<file path="src/design/sxfb_pkg.sv">
// sxfb_pkg: shared types, constants and the table builder for the sprite xor framebuffer
// used by every module of the block; depends on nothing
`default_nettype none

package sxfb_pkg;

    // default screen size
    localparam int unsigned SCREEN_WIDTH  = 64;
    localparam int unsigned SCREEN_HEIGHT = 32;

    // largest supported screen; sizes the command and result fields
    localparam int unsigned MAX_COLS = 64;
    localparam int unsigned ROW_BITS = 6;

    // leftmost pixel of a pattern byte
    localparam logic [7:0] PATTERN_TOP = 8'h80;

    // operation codes
    localparam logic [1:0] OP_CLEAR = 2'd0;
    localparam logic [1:0] OP_DRAW  = 2'd1;
    localparam logic [1:0] OP_READ  = 2'd2;
    localparam logic [1:0] OP_NONE  = 2'd3;

    // input transaction
    typedef struct packed {
        logic [1:0] opcode;
        logic [7:0] x_pos;
        logic [7:0] y_pos;
        logic [3:0] row_index;
        logic [7:0] sprite_bits;
        logic       last_row;
    } t_in;

    // result transaction
    typedef struct packed {
        logic                collision;
        logic                final_row;
        logic                changed;
        logic [MAX_COLS-1:0] row_data;
    } t_out;

    // classified command passed from front to back
    typedef struct packed {
        logic [1:0]          op;
        logic [ROW_BITS-1:0] row;
        logic [MAX_COLS-1:0] mask;
        logic                clr_acc;
        logic                last;
        logic                changed;
    } t_cmd;

    // byte value reduced modulo a screen dimension
    typedef logic [ROW_BITS-1:0] t_mod_tab [256];

    // builds the residue table by a wrapping count
    function automatic t_mod_tab build_mod_tab(int unsigned m);
        t_mod_tab    tab;
        int unsigned r;
        r = 0;
        for (int unsigned i = 0; i < 256; i++) begin
            tab[i] = ROW_BITS'(r);
            if (r == m - 1) begin
                r = 0;
            end else begin
                r = r + 1;
            end
        end
        return tab;
    endfunction

endpackage

`default_nettype wire

</file>
<file path="src/design/sxfb_front.sv">
// sxfb_front: accepts input transactions, works out the target row and column mask
// depends on sxfb_pkg
`default_nettype none

module sxfb_front #(
    parameter int unsigned WIDTH  = sxfb_pkg::SCREEN_WIDTH,
    parameter int unsigned HEIGHT = sxfb_pkg::SCREEN_HEIGHT
) (
    input  wire              i_clk,
    input  wire              i_rst_n,
    input  wire              i_in_valid,
    output logic             o_in_ready,
    input  sxfb_pkg::t_in    i_in_data,
    input  wire              i_q_full,
    output logic             o_push,
    output sxfb_pkg::t_cmd   o_cmd
);

    localparam sxfb_pkg::t_mod_tab X_TAB = sxfb_pkg::build_mod_tab(WIDTH);
    localparam sxfb_pkg::t_mod_tab Y_TAB = sxfb_pkg::build_mod_tab(HEIGHT);
    localparam logic [sxfb_pkg::ROW_BITS:0] W_LIM = (sxfb_pkg::ROW_BITS+1)'(WIDTH);
    localparam logic [sxfb_pkg::ROW_BITS:0] H_LIM = (sxfb_pkg::ROW_BITS+1)'(HEIGHT);

    logic [sxfb_pkg::ROW_BITS-1:0] y_mod;
    logic [sxfb_pkg::ROW_BITS-1:0] x_mod;
    logic [sxfb_pkg::ROW_BITS:0]   row_sum;
    logic [sxfb_pkg::ROW_BITS:0]   row_s1;
    logic [sxfb_pkg::ROW_BITS:0]   row_s2;
    logic [sxfb_pkg::MAX_COLS-1:0] col_mask;
    logic                          is_draw;

    // accept whenever the queue has room
    assign o_in_ready = !i_q_full;
    assign o_push     = i_in_valid && !i_q_full;

    assign y_mod   = Y_TAB[i_in_data.y_pos];
    assign x_mod   = X_TAB[i_in_data.x_pos];
    assign is_draw = (i_in_data.opcode == sxfb_pkg::OP_DRAW);

    // sprite row wraps; sum stays below three screen heights
    always_comb begin
        row_sum = {1'b0, y_mod} + (sxfb_pkg::ROW_BITS+1)'(i_in_data.row_index);
        row_s1  = (row_sum >= H_LIM) ? row_sum - H_LIM : row_sum;
        row_s2  = (row_s1 >= H_LIM) ? row_s1 - H_LIM : row_s1;
    end

    // one pixel lane per pattern bit, each column wrapping once at most
    always_comb begin
        logic [sxfb_pkg::ROW_BITS:0] col;
        col_mask = '0;
        for (int k = 0; k < 8; k++) begin
            col = {1'b0, x_mod} + (sxfb_pkg::ROW_BITS+1)'(k);
            if (col >= W_LIM) begin
                col = col - W_LIM;
            end
            if ((i_in_data.sprite_bits & (sxfb_pkg::PATTERN_TOP >> k)) != 8'd0) begin
                col_mask[col[sxfb_pkg::ROW_BITS-1:0]] = 1'b1;
            end
        end
    end

    // build the command
    always_comb begin
        o_cmd         = '0;
        o_cmd.op      = i_in_data.opcode;
        o_cmd.row     = is_draw ? row_s2[sxfb_pkg::ROW_BITS-1:0] : y_mod;
        o_cmd.mask    = is_draw ? col_mask : '0;
        o_cmd.clr_acc = is_draw && (i_in_data.row_index == 4'd0);
        o_cmd.last    = is_draw && i_in_data.last_row;
        o_cmd.changed = is_draw && (i_in_data.sprite_bits != 8'd0);
    end

    // a pushed draw never targets a row past the screen
    a_row_range: assert property (@(posedge i_clk) disable iff (!i_rst_n)
        o_push |-> ((sxfb_pkg::ROW_BITS+1)'(o_cmd.row) < H_LIM))
        else $error("command row outside screen");

endmodule

`default_nettype wire

</file>
<file path="src/design/sxfb_queue.sv">
// sxfb_queue: two-entry command queue between front and back
// depends on sxfb_pkg
`default_nettype none

module sxfb_queue (
    input  wire            i_clk,
    input  wire            i_rst_n,
    input  wire            i_push,
    input  sxfb_pkg::t_cmd i_data,
    output logic           o_full,
    input  wire            i_pop,
    output logic           o_valid,
    output sxfb_pkg::t_cmd o_data
);

    sxfb_pkg::t_cmd r_ent [2];
    logic           r_wr_ptr;
    logic           r_rd_ptr;
    logic [1:0]     r_count;
    logic           do_push;
    logic           do_pop;

    assign o_full  = (r_count == 2'd2);
    assign o_valid = (r_count != 2'd0);
    assign o_data  = r_ent[r_rd_ptr];
    assign do_push = i_push && !o_full;
    assign do_pop  = i_pop && o_valid;

    // entry storage
    always_ff @(posedge i_clk) begin
        if (do_push) begin
            r_ent[r_wr_ptr] <= i_data;
        end
    end

    // pointers and fill count
    always_ff @(posedge i_clk) begin
        if (!i_rst_n) begin
            r_wr_ptr <= 1'b0;
            r_rd_ptr <= 1'b0;
            r_count  <= 2'd0;
        end else begin
            if (do_push) begin
                r_wr_ptr <= !r_wr_ptr;
            end
            if (do_pop) begin
                r_rd_ptr <= !r_rd_ptr;
            end
            r_count <= r_count + 2'(do_push) - 2'(do_pop);
        end
    end

    // a push alone grows the count by one
    a_push_count: assert property (@(posedge i_clk) disable iff (!i_rst_n)
        (do_push && !do_pop) |=> (r_count == $past(r_count) + 2'd1))
        else $error("queue count did not follow push");

endmodule

`default_nettype wire

</file>
<file path="src/design/sxfb_back.sv">
// sxfb_back: executes commands against the frame ram, keeps collision state
// and holds the result register; depends on sxfb_pkg
`default_nettype none

module sxfb_back #(
    parameter int unsigned WIDTH  = sxfb_pkg::SCREEN_WIDTH,
    parameter int unsigned HEIGHT = sxfb_pkg::SCREEN_HEIGHT
) (
    input  wire            i_clk,
    input  wire            i_rst_n,
    input  wire            i_q_valid,
    input  sxfb_pkg::t_cmd i_q_data,
    output logic           o_pop,
    output logic           o_out_valid,
    input  wire            i_out_ready,
    output sxfb_pkg::t_out o_out_data
);

    localparam int unsigned AW = $clog2(HEIGHT);

    localparam logic ST_FETCH = 1'b0;
    localparam logic ST_EXEC  = 1'b1;

    logic [WIDTH-1:0] r_frame [HEIGHT];
    logic [HEIGHT-1:0] r_row_vld;
    logic [WIDTH-1:0] r_rd_data;
    logic             r_rd_vld;
    logic             r_state;
    sxfb_pkg::t_cmd   r_cmd;
    logic             r_acc;
    logic             r_out_vld;
    sxfb_pkg::t_out   r_out;

    logic             out_free;
    logic             exec;
    logic [AW-1:0]    rd_addr;
    logic [AW-1:0]    wr_addr;
    logic [WIDTH-1:0] old_row;
    logic [WIDTH-1:0] mask_w;
    logic             hit;
    logic             n_acc;
    sxfb_pkg::t_out   n_out;

    assign out_free = !r_out_vld || i_out_ready;
    assign o_pop    = (r_state == ST_FETCH) && i_q_valid;
    assign exec     = (r_state == ST_EXEC) && out_free;
    assign rd_addr  = i_q_data.row[AW-1:0];
    assign wr_addr  = r_cmd.row[AW-1:0];
    assign old_row  = r_rd_vld ? r_rd_data : '0;
    assign mask_w   = r_cmd.mask[WIDTH-1:0];
    assign hit      = ((old_row & mask_w) != '0);

    assign o_out_valid = r_out_vld;
    assign o_out_data  = r_out;

    // collision accumulator and result assembly
    always_comb begin
        n_acc = r_acc;
        n_out = '0;
        unique case (r_cmd.op)
            sxfb_pkg::OP_DRAW: begin
                n_acc = (r_acc && !r_cmd.clr_acc) || hit;
            end
            sxfb_pkg::OP_READ: begin
                n_out.row_data = sxfb_pkg::MAX_COLS'(old_row);
            end
            default: begin
            end
        endcase
        n_out.collision = n_acc;
        n_out.final_row = r_cmd.last;
        n_out.changed   = r_cmd.changed;
    end

    // frame ram: registered read on fetch, write back on execute
    always_ff @(posedge i_clk) begin
        if (o_pop) begin
            r_rd_data <= r_frame[rd_addr];
            r_rd_vld  <= r_row_vld[rd_addr];
            r_cmd     <= i_q_data;
        end
        if (exec && r_cmd.op == sxfb_pkg::OP_DRAW) begin
            r_frame[wr_addr] <= old_row ^ mask_w;
        end
        if (exec) begin
            r_out <= n_out;
        end
    end

    // row valid bits stand in for a dark screen
    always_ff @(posedge i_clk) begin
        if (!i_rst_n) begin
            r_row_vld <= '0;
        end else if (exec && r_cmd.op == sxfb_pkg::OP_CLEAR) begin
            r_row_vld <= '0;
        end else if (exec && r_cmd.op == sxfb_pkg::OP_DRAW) begin
            r_row_vld[wr_addr] <= 1'b1;
        end
    end

    // sequencer, collision state and result valid
    always_ff @(posedge i_clk) begin
        if (!i_rst_n) begin
            r_state   <= ST_FETCH;
            r_acc     <= 1'b0;
            r_out_vld <= 1'b0;
        end else begin
            unique case (r_state)
                ST_FETCH: begin
                    if (i_q_valid) begin
                        r_state <= ST_EXEC;
                    end
                end
                ST_EXEC: begin
                    if (out_free) begin
                        r_state <= ST_FETCH;
                    end
                end
                default: begin
                    r_state <= ST_FETCH;
                end
            endcase
            if (exec) begin
                r_acc     <= n_acc;
                r_out_vld <= 1'b1;
            end else if (i_out_ready) begin
                r_out_vld <= 1'b0;
            end
        end
    end

    // a stalled execute holds its command
    a_exec_hold: assert property (@(posedge i_clk) disable iff (!i_rst_n)
        (r_state == ST_EXEC && !out_free) |=> (r_state == ST_EXEC && $stable(r_cmd)))
        else $error("execute left while result register busy");

    // a finished clear leaves the whole screen dark
    a_clear_done: assert property (@(posedge i_clk) disable iff (!i_rst_n)
        (exec && r_cmd.op == sxfb_pkg::OP_CLEAR) |=> (r_row_vld == '0))
        else $error("clear left rows marked");

    // draw results never carry row contents
    a_draw_no_data: assert property (@(posedge i_clk) disable iff (!i_rst_n)
        (r_out_vld && (r_out.final_row || r_out.changed)) |-> (r_out.row_data == '0))
        else $error("draw result carries row data");

endmodule

`default_nettype wire

</file>
<file path="src/design/sprite_xor_framebuffer.sv">
// sprite_xor_framebuffer: top level of the monochrome sprite framebuffer
// depends on sxfb_pkg, sxfb_front, sxfb_queue, sxfb_back
//
// Usage: one command per input transaction on the in channel (valid/ready):
// clear screen, xor-draw one 8-pixel sprite row with wrap, or read one row.
// Every accepted transaction yields exactly one result transaction on the
// out channel (valid/ready) carrying collision, final_row, changed and
// row_data, in order.
// Path: an accepted transaction is queued, fetched (frame ram read) and
// executed into the result register. The back end takes one transaction
// at a time, set by the read-then-write of its single frame ram port.
// The front end classifies commands into a 2-entry queue, so up to two
// further transactions are taken while the back end or receiver is busy.
// Reset: synchronous, active low. Row valid bits clear at once, so the
// screen reads dark right away; there is no clearing pass.
// A stalled receiver holds the result register; the back end then waits
// and the queue fills before in ready drops.
`default_nettype none

module sprite_xor_framebuffer #(
    parameter int unsigned SCREEN_WIDTH  = sxfb_pkg::SCREEN_WIDTH,
    parameter int unsigned SCREEN_HEIGHT = sxfb_pkg::SCREEN_HEIGHT
) (
    input  wire            i_clk,
    input  wire            i_rst_n,
    input  wire            i_in_valid,
    output logic           o_in_ready,
    input  sxfb_pkg::t_in  i_in_data,
    output logic           o_out_valid,
    input  wire            i_out_ready,
    output sxfb_pkg::t_out o_out_data
);

    logic           q_full;
    logic           q_push;
    logic           q_pop;
    logic           q_valid;
    sxfb_pkg::t_cmd push_cmd;
    sxfb_pkg::t_cmd pop_cmd;

    // front end: accept and classify
    sxfb_front #(
        .WIDTH  (SCREEN_WIDTH),
        .HEIGHT (SCREEN_HEIGHT)
    ) u_front (
        .i_clk      (i_clk),
        .i_rst_n    (i_rst_n),
        .i_in_valid (i_in_valid),
        .o_in_ready (o_in_ready),
        .i_in_data  (i_in_data),
        .i_q_full   (q_full),
        .o_push     (q_push),
        .o_cmd      (push_cmd)
    );

    // command queue
    sxfb_queue u_queue (
        .i_clk   (i_clk),
        .i_rst_n (i_rst_n),
        .i_push  (q_push),
        .i_data  (push_cmd),
        .o_full  (q_full),
        .i_pop   (q_pop),
        .o_valid (q_valid),
        .o_data  (pop_cmd)
    );

    // back end: frame ram and results
    sxfb_back #(
        .WIDTH  (SCREEN_WIDTH),
        .HEIGHT (SCREEN_HEIGHT)
    ) u_back (
        .i_clk       (i_clk),
        .i_rst_n     (i_rst_n),
        .i_q_valid   (q_valid),
        .i_q_data    (pop_cmd),
        .o_pop       (q_pop),
        .o_out_valid (o_out_valid),
        .i_out_ready (i_out_ready),
        .o_out_data  (o_out_data)
    );

endmodule

`default_nettype wire
</file>
<file path="config.mk">
export PLATFORM = sky130hd
export DESIGN_NAME = sprite_xor_framebuffer
export DESIGN_NICKNAME = d
export VERILOG_FILES = /design/src/design/sxfb_pkg.sv /design/src/design/sxfb_front.sv /design/src/design/sxfb_queue.sv /design/src/design/sxfb_back.sv /design/src/design/sprite_xor_framebuffer.sv
export SDC_FILE = /design/constraint.sdc
export NUM_CORES = 2
export LEC_CHECK = 0
export ABC_AREA = 1
export BUFFER_PORTS_ARGS = -buffer_cell sky130_fd_sc_hd__buf_2
export CAP_MARGIN = 10
export CORE_UTILIZATION = 65
export DETAILED_ROUTE_END_ITERATION = 6
export PLACE_DENSITY = 0.8
export SLEW_MARGIN = 15
export SYNTH_ARGS = -nofsm -noshare
export SYNTH_HDL_FRONTEND = slang
export SYNTH_SLANG_ARGS = --single-unit
</file>
<file path="constraint.sdc">
create_clock -name i_clk -period 13.7 [get_ports i_clk]
set_input_delay 1.37 -clock i_clk [delete_from_list [all_inputs] [get_ports i_clk]]
set_output_delay 1.37 -clock i_clk [all_outputs]
set_load 0.01 [all_outputs]
</file>
[Word-level counts from Yosys, hierarchy flattened]
Memories as Yosys holds them, arrays and structs flattened. A register that Yosys moved wholly into a read port is not among the register bits.
Cells that the tools add are included.
Storage, ports and cells
  register bits: 181
  input bits: 35
  memory bits (writable): 2198
  word-level logic and storage cells: 182
  ROM bits: 3072
  output and inout bits: 69
  memories kept: 4
Cells by class
  reduce and logical (&&, ||, !) cells: 34
  add/sub/neg operators: 20
  magnitude comparators: 31
  bitwise gates (word level): 14
  mux-type cells: 57
  eq/ne operators: 4
Memory list
  u_back.r_frame: words 32, width 64, rd ports 1, clocked after memory_dff 1, wr ports 1, RTL line sxfb_back.sv:24  | logic [WIDTH-1:0] r_frame [HEIGHT];
  (name not given): words 256, width 6, rd ports 1, clocked after memory_dff 0, wr ports 0, RTL line sxfb_front.sv:36  | assign y_mod = Y_TAB[i_in_data.y_pos];
  (name not given): words 256, width 6, rd ports 1, clocked after memory_dff 0, wr ports 0, RTL line sxfb_front.sv:37  | assign x_mod = X_TAB[i_in_data.x_pos];
  u_queue.r_ent: words 2, width 75, rd ports 1, clocked after memory_dff 1, wr ports 1, RTL line sxfb_queue.sv:16  | sxfb_pkg::t_cmd r_ent [2];
Operators by type and width (number)
  64-bit 2-to-1 mux: 10
  64-bit bitwise OR: 7
  6-bit 2-to-1 mux: 14
  64-bit AND: 1
  64-bit nonzero test: 1
  64-bit XOR: 1
  6-bit by 7-bit less-than comparator with 1-bit output, second input constant: 8
  7-bit greater-or-equal comparator, second input constant: 7
  1-bit demux with 6-bit select: 8
  6-bit by 1-bit greater-or-equal comparator with 1-bit output, second input constant: 8
  6-bit by 1-bit subtractor with 6-bit output, second input constant: 8
  32-bit bitwise OR: 1
  6-bit by 3-bit adder with 7-bit output, second input constant: 4
  1-bit 2-to-1 mux: 21
  1-bit logical AND: 20
  9-bit greater-or-equal comparator, second input constant: 2
  8-bit NOT with 9-bit output: 2
  6-bit by 2-bit adder with 7-bit output, second input constant: 2
  7-bit by 6-bit greater-or-equal comparator with 1-bit output, second input constant: 2
  5-bit by 6-bit less-than comparator with 1-bit output, second input constant: 2
  8-bit nonzero test: 1
  6-bit by 1-bit adder with 7-bit output, second input constant: 1
  6-bit by 4-bit adder with 7-bit output: 1
  6-bit by 7-bit greater-or-equal comparator with 1-bit output, second input constant: 1
  other kinds (18): 27

[Depth between registers and ports, before layout]
  word-level depth: 26
  gate-level depth with buffers: 15

[Hierarchy]
Synthesis repeated with hierarchy kept, for this count alone.
Unflattened totals
  cell total of the unflattened synthesis: 8742
  area, all modules: 102791.1 um^2
Modules (own cells, without submodules)
  sxfb_back: area each 90212.8 um^2, cells an instance 7041, times used 1
  sxfb_front: area each 6720.2 um^2, cells an instance 1431, times used 1
  sxfb_queue: area each 5858.1 um^2, cells an instance 270, times used 1

[Least setup slack after synthesis]
OpenSTA, ideal clock, no wires.
  path kind: register to register
  from: reg u_queue.r_count[1]
  to: reg u_queue.r_count[1]
  path slack: 5.804 ns
  required time: 13.630 ns
  arrival: 7.826 ns
  stages on the path, launching flop included: 9
  cell sequence: dfxtp_1 nor2_1 nor2_1 ha_1 inv_1 ha_1 xor2_1 o21ai_0 a21oi_1
RTL lines
  start: declaration: RTL line sxfb_queue.sv:19  | logic [1:0] r_count;
  start signal: assignment: RTL line sxfb_queue.sv:49  | r_count <= r_count + 2'(do_push) - 2'(do_pop);
  2-bit nonzero test: RTL line sxfb_queue.sv:24  | assign o_valid = (r_count != 2'd0);
  1-bit logical AND: RTL line sxfb_back.sv:45  | assign o_pop = (r_state == ST_FETCH) && i_q_valid;
  named net q_pop: RTL line sprite_xor_framebuffer.sv:36  | logic q_pop;
  1-bit logical AND: RTL line sxfb_queue.sv:27  | assign do_pop = i_pop && o_valid;
  2-bit by 1-bit subtractor with 2-bit output: RTL line sxfb_queue.sv:49
The timed path passes the listed nets, and every way through them passes these cells.
A chain may end at the register's enable or synchronous reset.

==> summary.md <==
| Metric | Value |
|---|---|
| Clock Sinks | 2,442 |
| TritonCTS clock tree | yes |
| Worst-margin pin slew | between 1 and 1.5 ns |
| Slowest Stage Delay on Critical Path | 0.97 ns |
| Largest family of logic cells by synthesized area | simple AND/OR/NAND/NOR gates |
| Final Max Slew Viols | 0 |
| Final Hold Viols | 0 |
| Leak | about 0.041 uW |
| First-pass GRT wire length | 448,000 microns |
| Crit path DAT | 6.77 ns |
| Max Cap Viol | 0 |
| FP Rows | 146 |
| Port Buffers | between 90 and 100 |
| Total track usage | 0.379 |
| Clock Root Buffer | clkbuf_16 |
| Vias in the first global route | about 71k |
| RSZ-0062 raised after global routing | false |
| Compound-cell area share of the yosys netlist | 0.0169 |
| Final Setup Violations | 0 |
| Syn_area_per_cell | 11.3 sq um |
| Hold path cells | 0 |
| Clock Skews | between 0.06 and 0.07 ns |
| Avg Vias per Cell | 6.62 |
| Status | complete, but fails checks |
| Post-synth EDFFs | 2,402 |
| Critical path's most frequent cell | nand2_1 |
| Number of synthesized register bits | 2,442 |
| Slew margin rel. | 0.143 |
| Setup Crit Path Kind | reg -> reg |
| Endpoint class of the critical path | register |
| GP Congestion | between 0.9 and 1 |
| H-tree levels | 4 |
| Setup crit start kind | register |
| Crit path cell chain | inv_2 -> buf_4 -> nand2_1 -> nand2_4 -> buf_12 -> buf_4 -> buf_4 -> a21oi_1 -> o21ai_0 -> nand3_1 -> nand3_1 -> nand2_1 -> nand2_1 -> nand2_1 |
| FF-to-FF End | u_back.r_rd_data[45] |
| Clk slew on worst S/H paths | 0.06 ns |
| Final period utilization | 0.450 |
| Count of cell types in the netlist | 38 |
| DR WL/cell | 27.2 microns |
| Xor/xnor share of the synthesized area | 0.000893 |
| Post-synth top area share | 0.696 |
| Total gr overflow | 0 |
| Total number of vias | 75.0k |
| Post-synthesis adder-cell area fraction | 0.00913 |
| Flop2flop setup slack | 7.53 ns |
| Simple-gate area share of the yosys netlist | 0.230 |
| WL final | 309,000 microns |
| Clock latency on the worst-skew pair | 0.88 ns |
| Fillcell total | between 10k and 15k |
| Die extent in y | roughly 400 microns |
| DP Worst Slack | 7.76 ns |
| Mux cell area share after synthesis | 0 |
| Total power | 24,900 uW |
| Setup crit end | u_back.r_rd_data[45] |
| Setup slack after layout | approximately 7.5 ns |
| Residual DRC | 2 |
| Clock tree buffer depth | 3 |
| Syn-to-layout area delta | 8.80% |
| Die Wd | ~400 microns |
| Hold Buf Count CTS | 0 |
| Critical Path RT | ~14 ns |
| Yosys warnings | 0 |
| Antenna viol nets, final | 0 |
| Dominant synthesized flop cell | edfxtp_1 |
| Worst r2r path cells | 14 |
| Worst-path fanout max | 212 |
| Die area | approximately 0.16 sq mm |
| Slowest CP cell | buf_4 |
| Pwr per Cell Area | around 220 mW/mm^2 |
| Drt first pass iters | 7 |
| Max Fclk | 162 MHz |
| DP HPWL | 163,000 microns |
| Final nets | 9,188 |
| Post-Syn Area | between 0.1 and 0.15 sq mm |
| Top cells by area, synth | edfxtp_1 70%, nand2_1 9.5%, nand3_1 8.7% |
| DR iter-0 viols | approximately 12k |
| Violated checks | DRC |
| I/O pin cnt | approximately 100 |
| Seq/Total Area, Yosys | 0.704 |
| # resized after CTS | 0 |
| Most common cell in the netlist | nand2_1 |
| Largest net degree at the start of global routing | 217 |
| Initial core utilization | 0.654 |
| Cells after synthesis | 9,203 |
| Fraction of registers with async set/reset | 0 |
| Worst Hold Class | reg -> reg |
| Post-CTS Setup Inserts | 0 |
| Initial antenna violation count | 9 |
| Final TNS setup | 0 ns |
| Top post-synthesis cells by count | 2,616 x nand2_1, 2,402 x edfxtp_1, 1,807 x nand3_1 |
| CTS Buf Count | 229 |
| Worst vdd rail ir drop | 0.263 mV |
| Yosys top cell by area | edfxtp_1 |
| Syn_nets | between 9k and 10k |
| Min Tclk post-route | 6.17 ns |
| Core box area | 0.158 sq mm |
| Share of layout cells above drive strength 1 | 0.0690 |
| Final Core Density | 0.712 |
==> cell usage in the layout (no fill, tap or decap), drive strengths merged <==
cell type	count
clkinv	107
diode	1
nor3	14
dfxtp	40
or2	3
nand3	1809
o211ai	81
edfxtp	2402
nand2	2632
fa	1
clkinvlp	2
nor4	2
xnor2	1
o21ai	159
buf	232
nand4	340
nor2	667
inv	327
bufinv	21
a21oi	63
clkbuf	286
o31ai	1
xor2	7
ha	74
==> flip-flops by register name, indices dropped and copies added, names as in the netlist, named ones only <==
signal and cells:
u_back.o_out_data 67, u_back.r_acc 1, u_back.r_frame 2048, u_back.r_cmd 8, u_queue.r_ent 148, u_queue.r_count 2, u_back.mask_w 64, u_back.r_state 1
u_back.n_out 2, u_back.r_rd_data 64, u_back.r_row_vld 32, u_back.o_out_valid 1, u_queue.r_rd_ptr 1, u_queue.r_wr_ptr 1, u_back.r_rd_vld 1
==> how the worst min path moves through the flow <==
stage / startpoint / end
after floorplan: u_back.n_out[64] / u_back.o_out_data[64]
after global placement: u_queue.r_rd_ptr / register
after detailed placement: u_back.n_out[65] / u_back.o_out_data[65]
after CTS: u_back.n_out[65] / u_back.o_out_data[65]
after global routing: u_back.n_out[65] / u_back.o_out_data[65]
final: u_back.n_out[65] / u_back.o_out_data[65]
==> cell families after synthesis <==
logic type      count (synthesis)
simple gates                 5467
flops                        2442
buf+inv                       907
compound gates                304
fa+ha+maj                      75
xor+xnor                        8
==> per-layer routing <==
layer  global-route usage  part of all wire  up-vias
li1                     -                 -    32200
met1                0.527              0.36    35800
met2                0.570              0.45     5971
met3               0.0936              0.15     1039
met4                0.172             0.049       10
met5                    0           0.00021        -
==> report_power, final <==
group          internal, uW  switching, uW
Clock                  3490           2750
Sequential            10600            238
Combinational          1750           6020
Total                 15900           9010
==> final cells by class <==
| class | count | area, sq um | area share |
|---|---|---|---|
| tap | 2072 | 2590 | 0.0230 |
| clock inverter | 138 | 1390 | 0.0123 |
| timing repair buffer | 232 | 1630 | 0.0144 |
| inverter | 319 | 1230 | 0.0109 |
| multi-input combinational | 5854 | 27000 | 0.240 |
| clock buffer | 286 | 5970 | 0.0529 |
| antenna | 1 | 2.50 | 0.0000222 |
| sequential | 2442 | 72900 | 0.647 |
==> stage by stage <==
| step | hold slack (ns) | std cells | cell area [sq um] |
|---|---|---|---|
| after detailed placement | 0.410 | 10900 | 105000 |
| after CTS | 0.434 | 11300 | 113000 |
| after floorplan | 0.400 | 9203 | 104000 |
| after global placement | 0.425 | 10900 | 105000 |
| after global routing | 0.443 | 11300 | 113000 |
| final | 0.432 | 11300 | 113000 |
==> critical path, delay by kind of cell (launching register included) <==
kind	cells	cell delay, ns
compound gates	2	0.25
buf+inv	5	3.38
flops	1	0.45
simple gates	7	1.41
No activity file was read; power rests on OpenSTA's default activity.
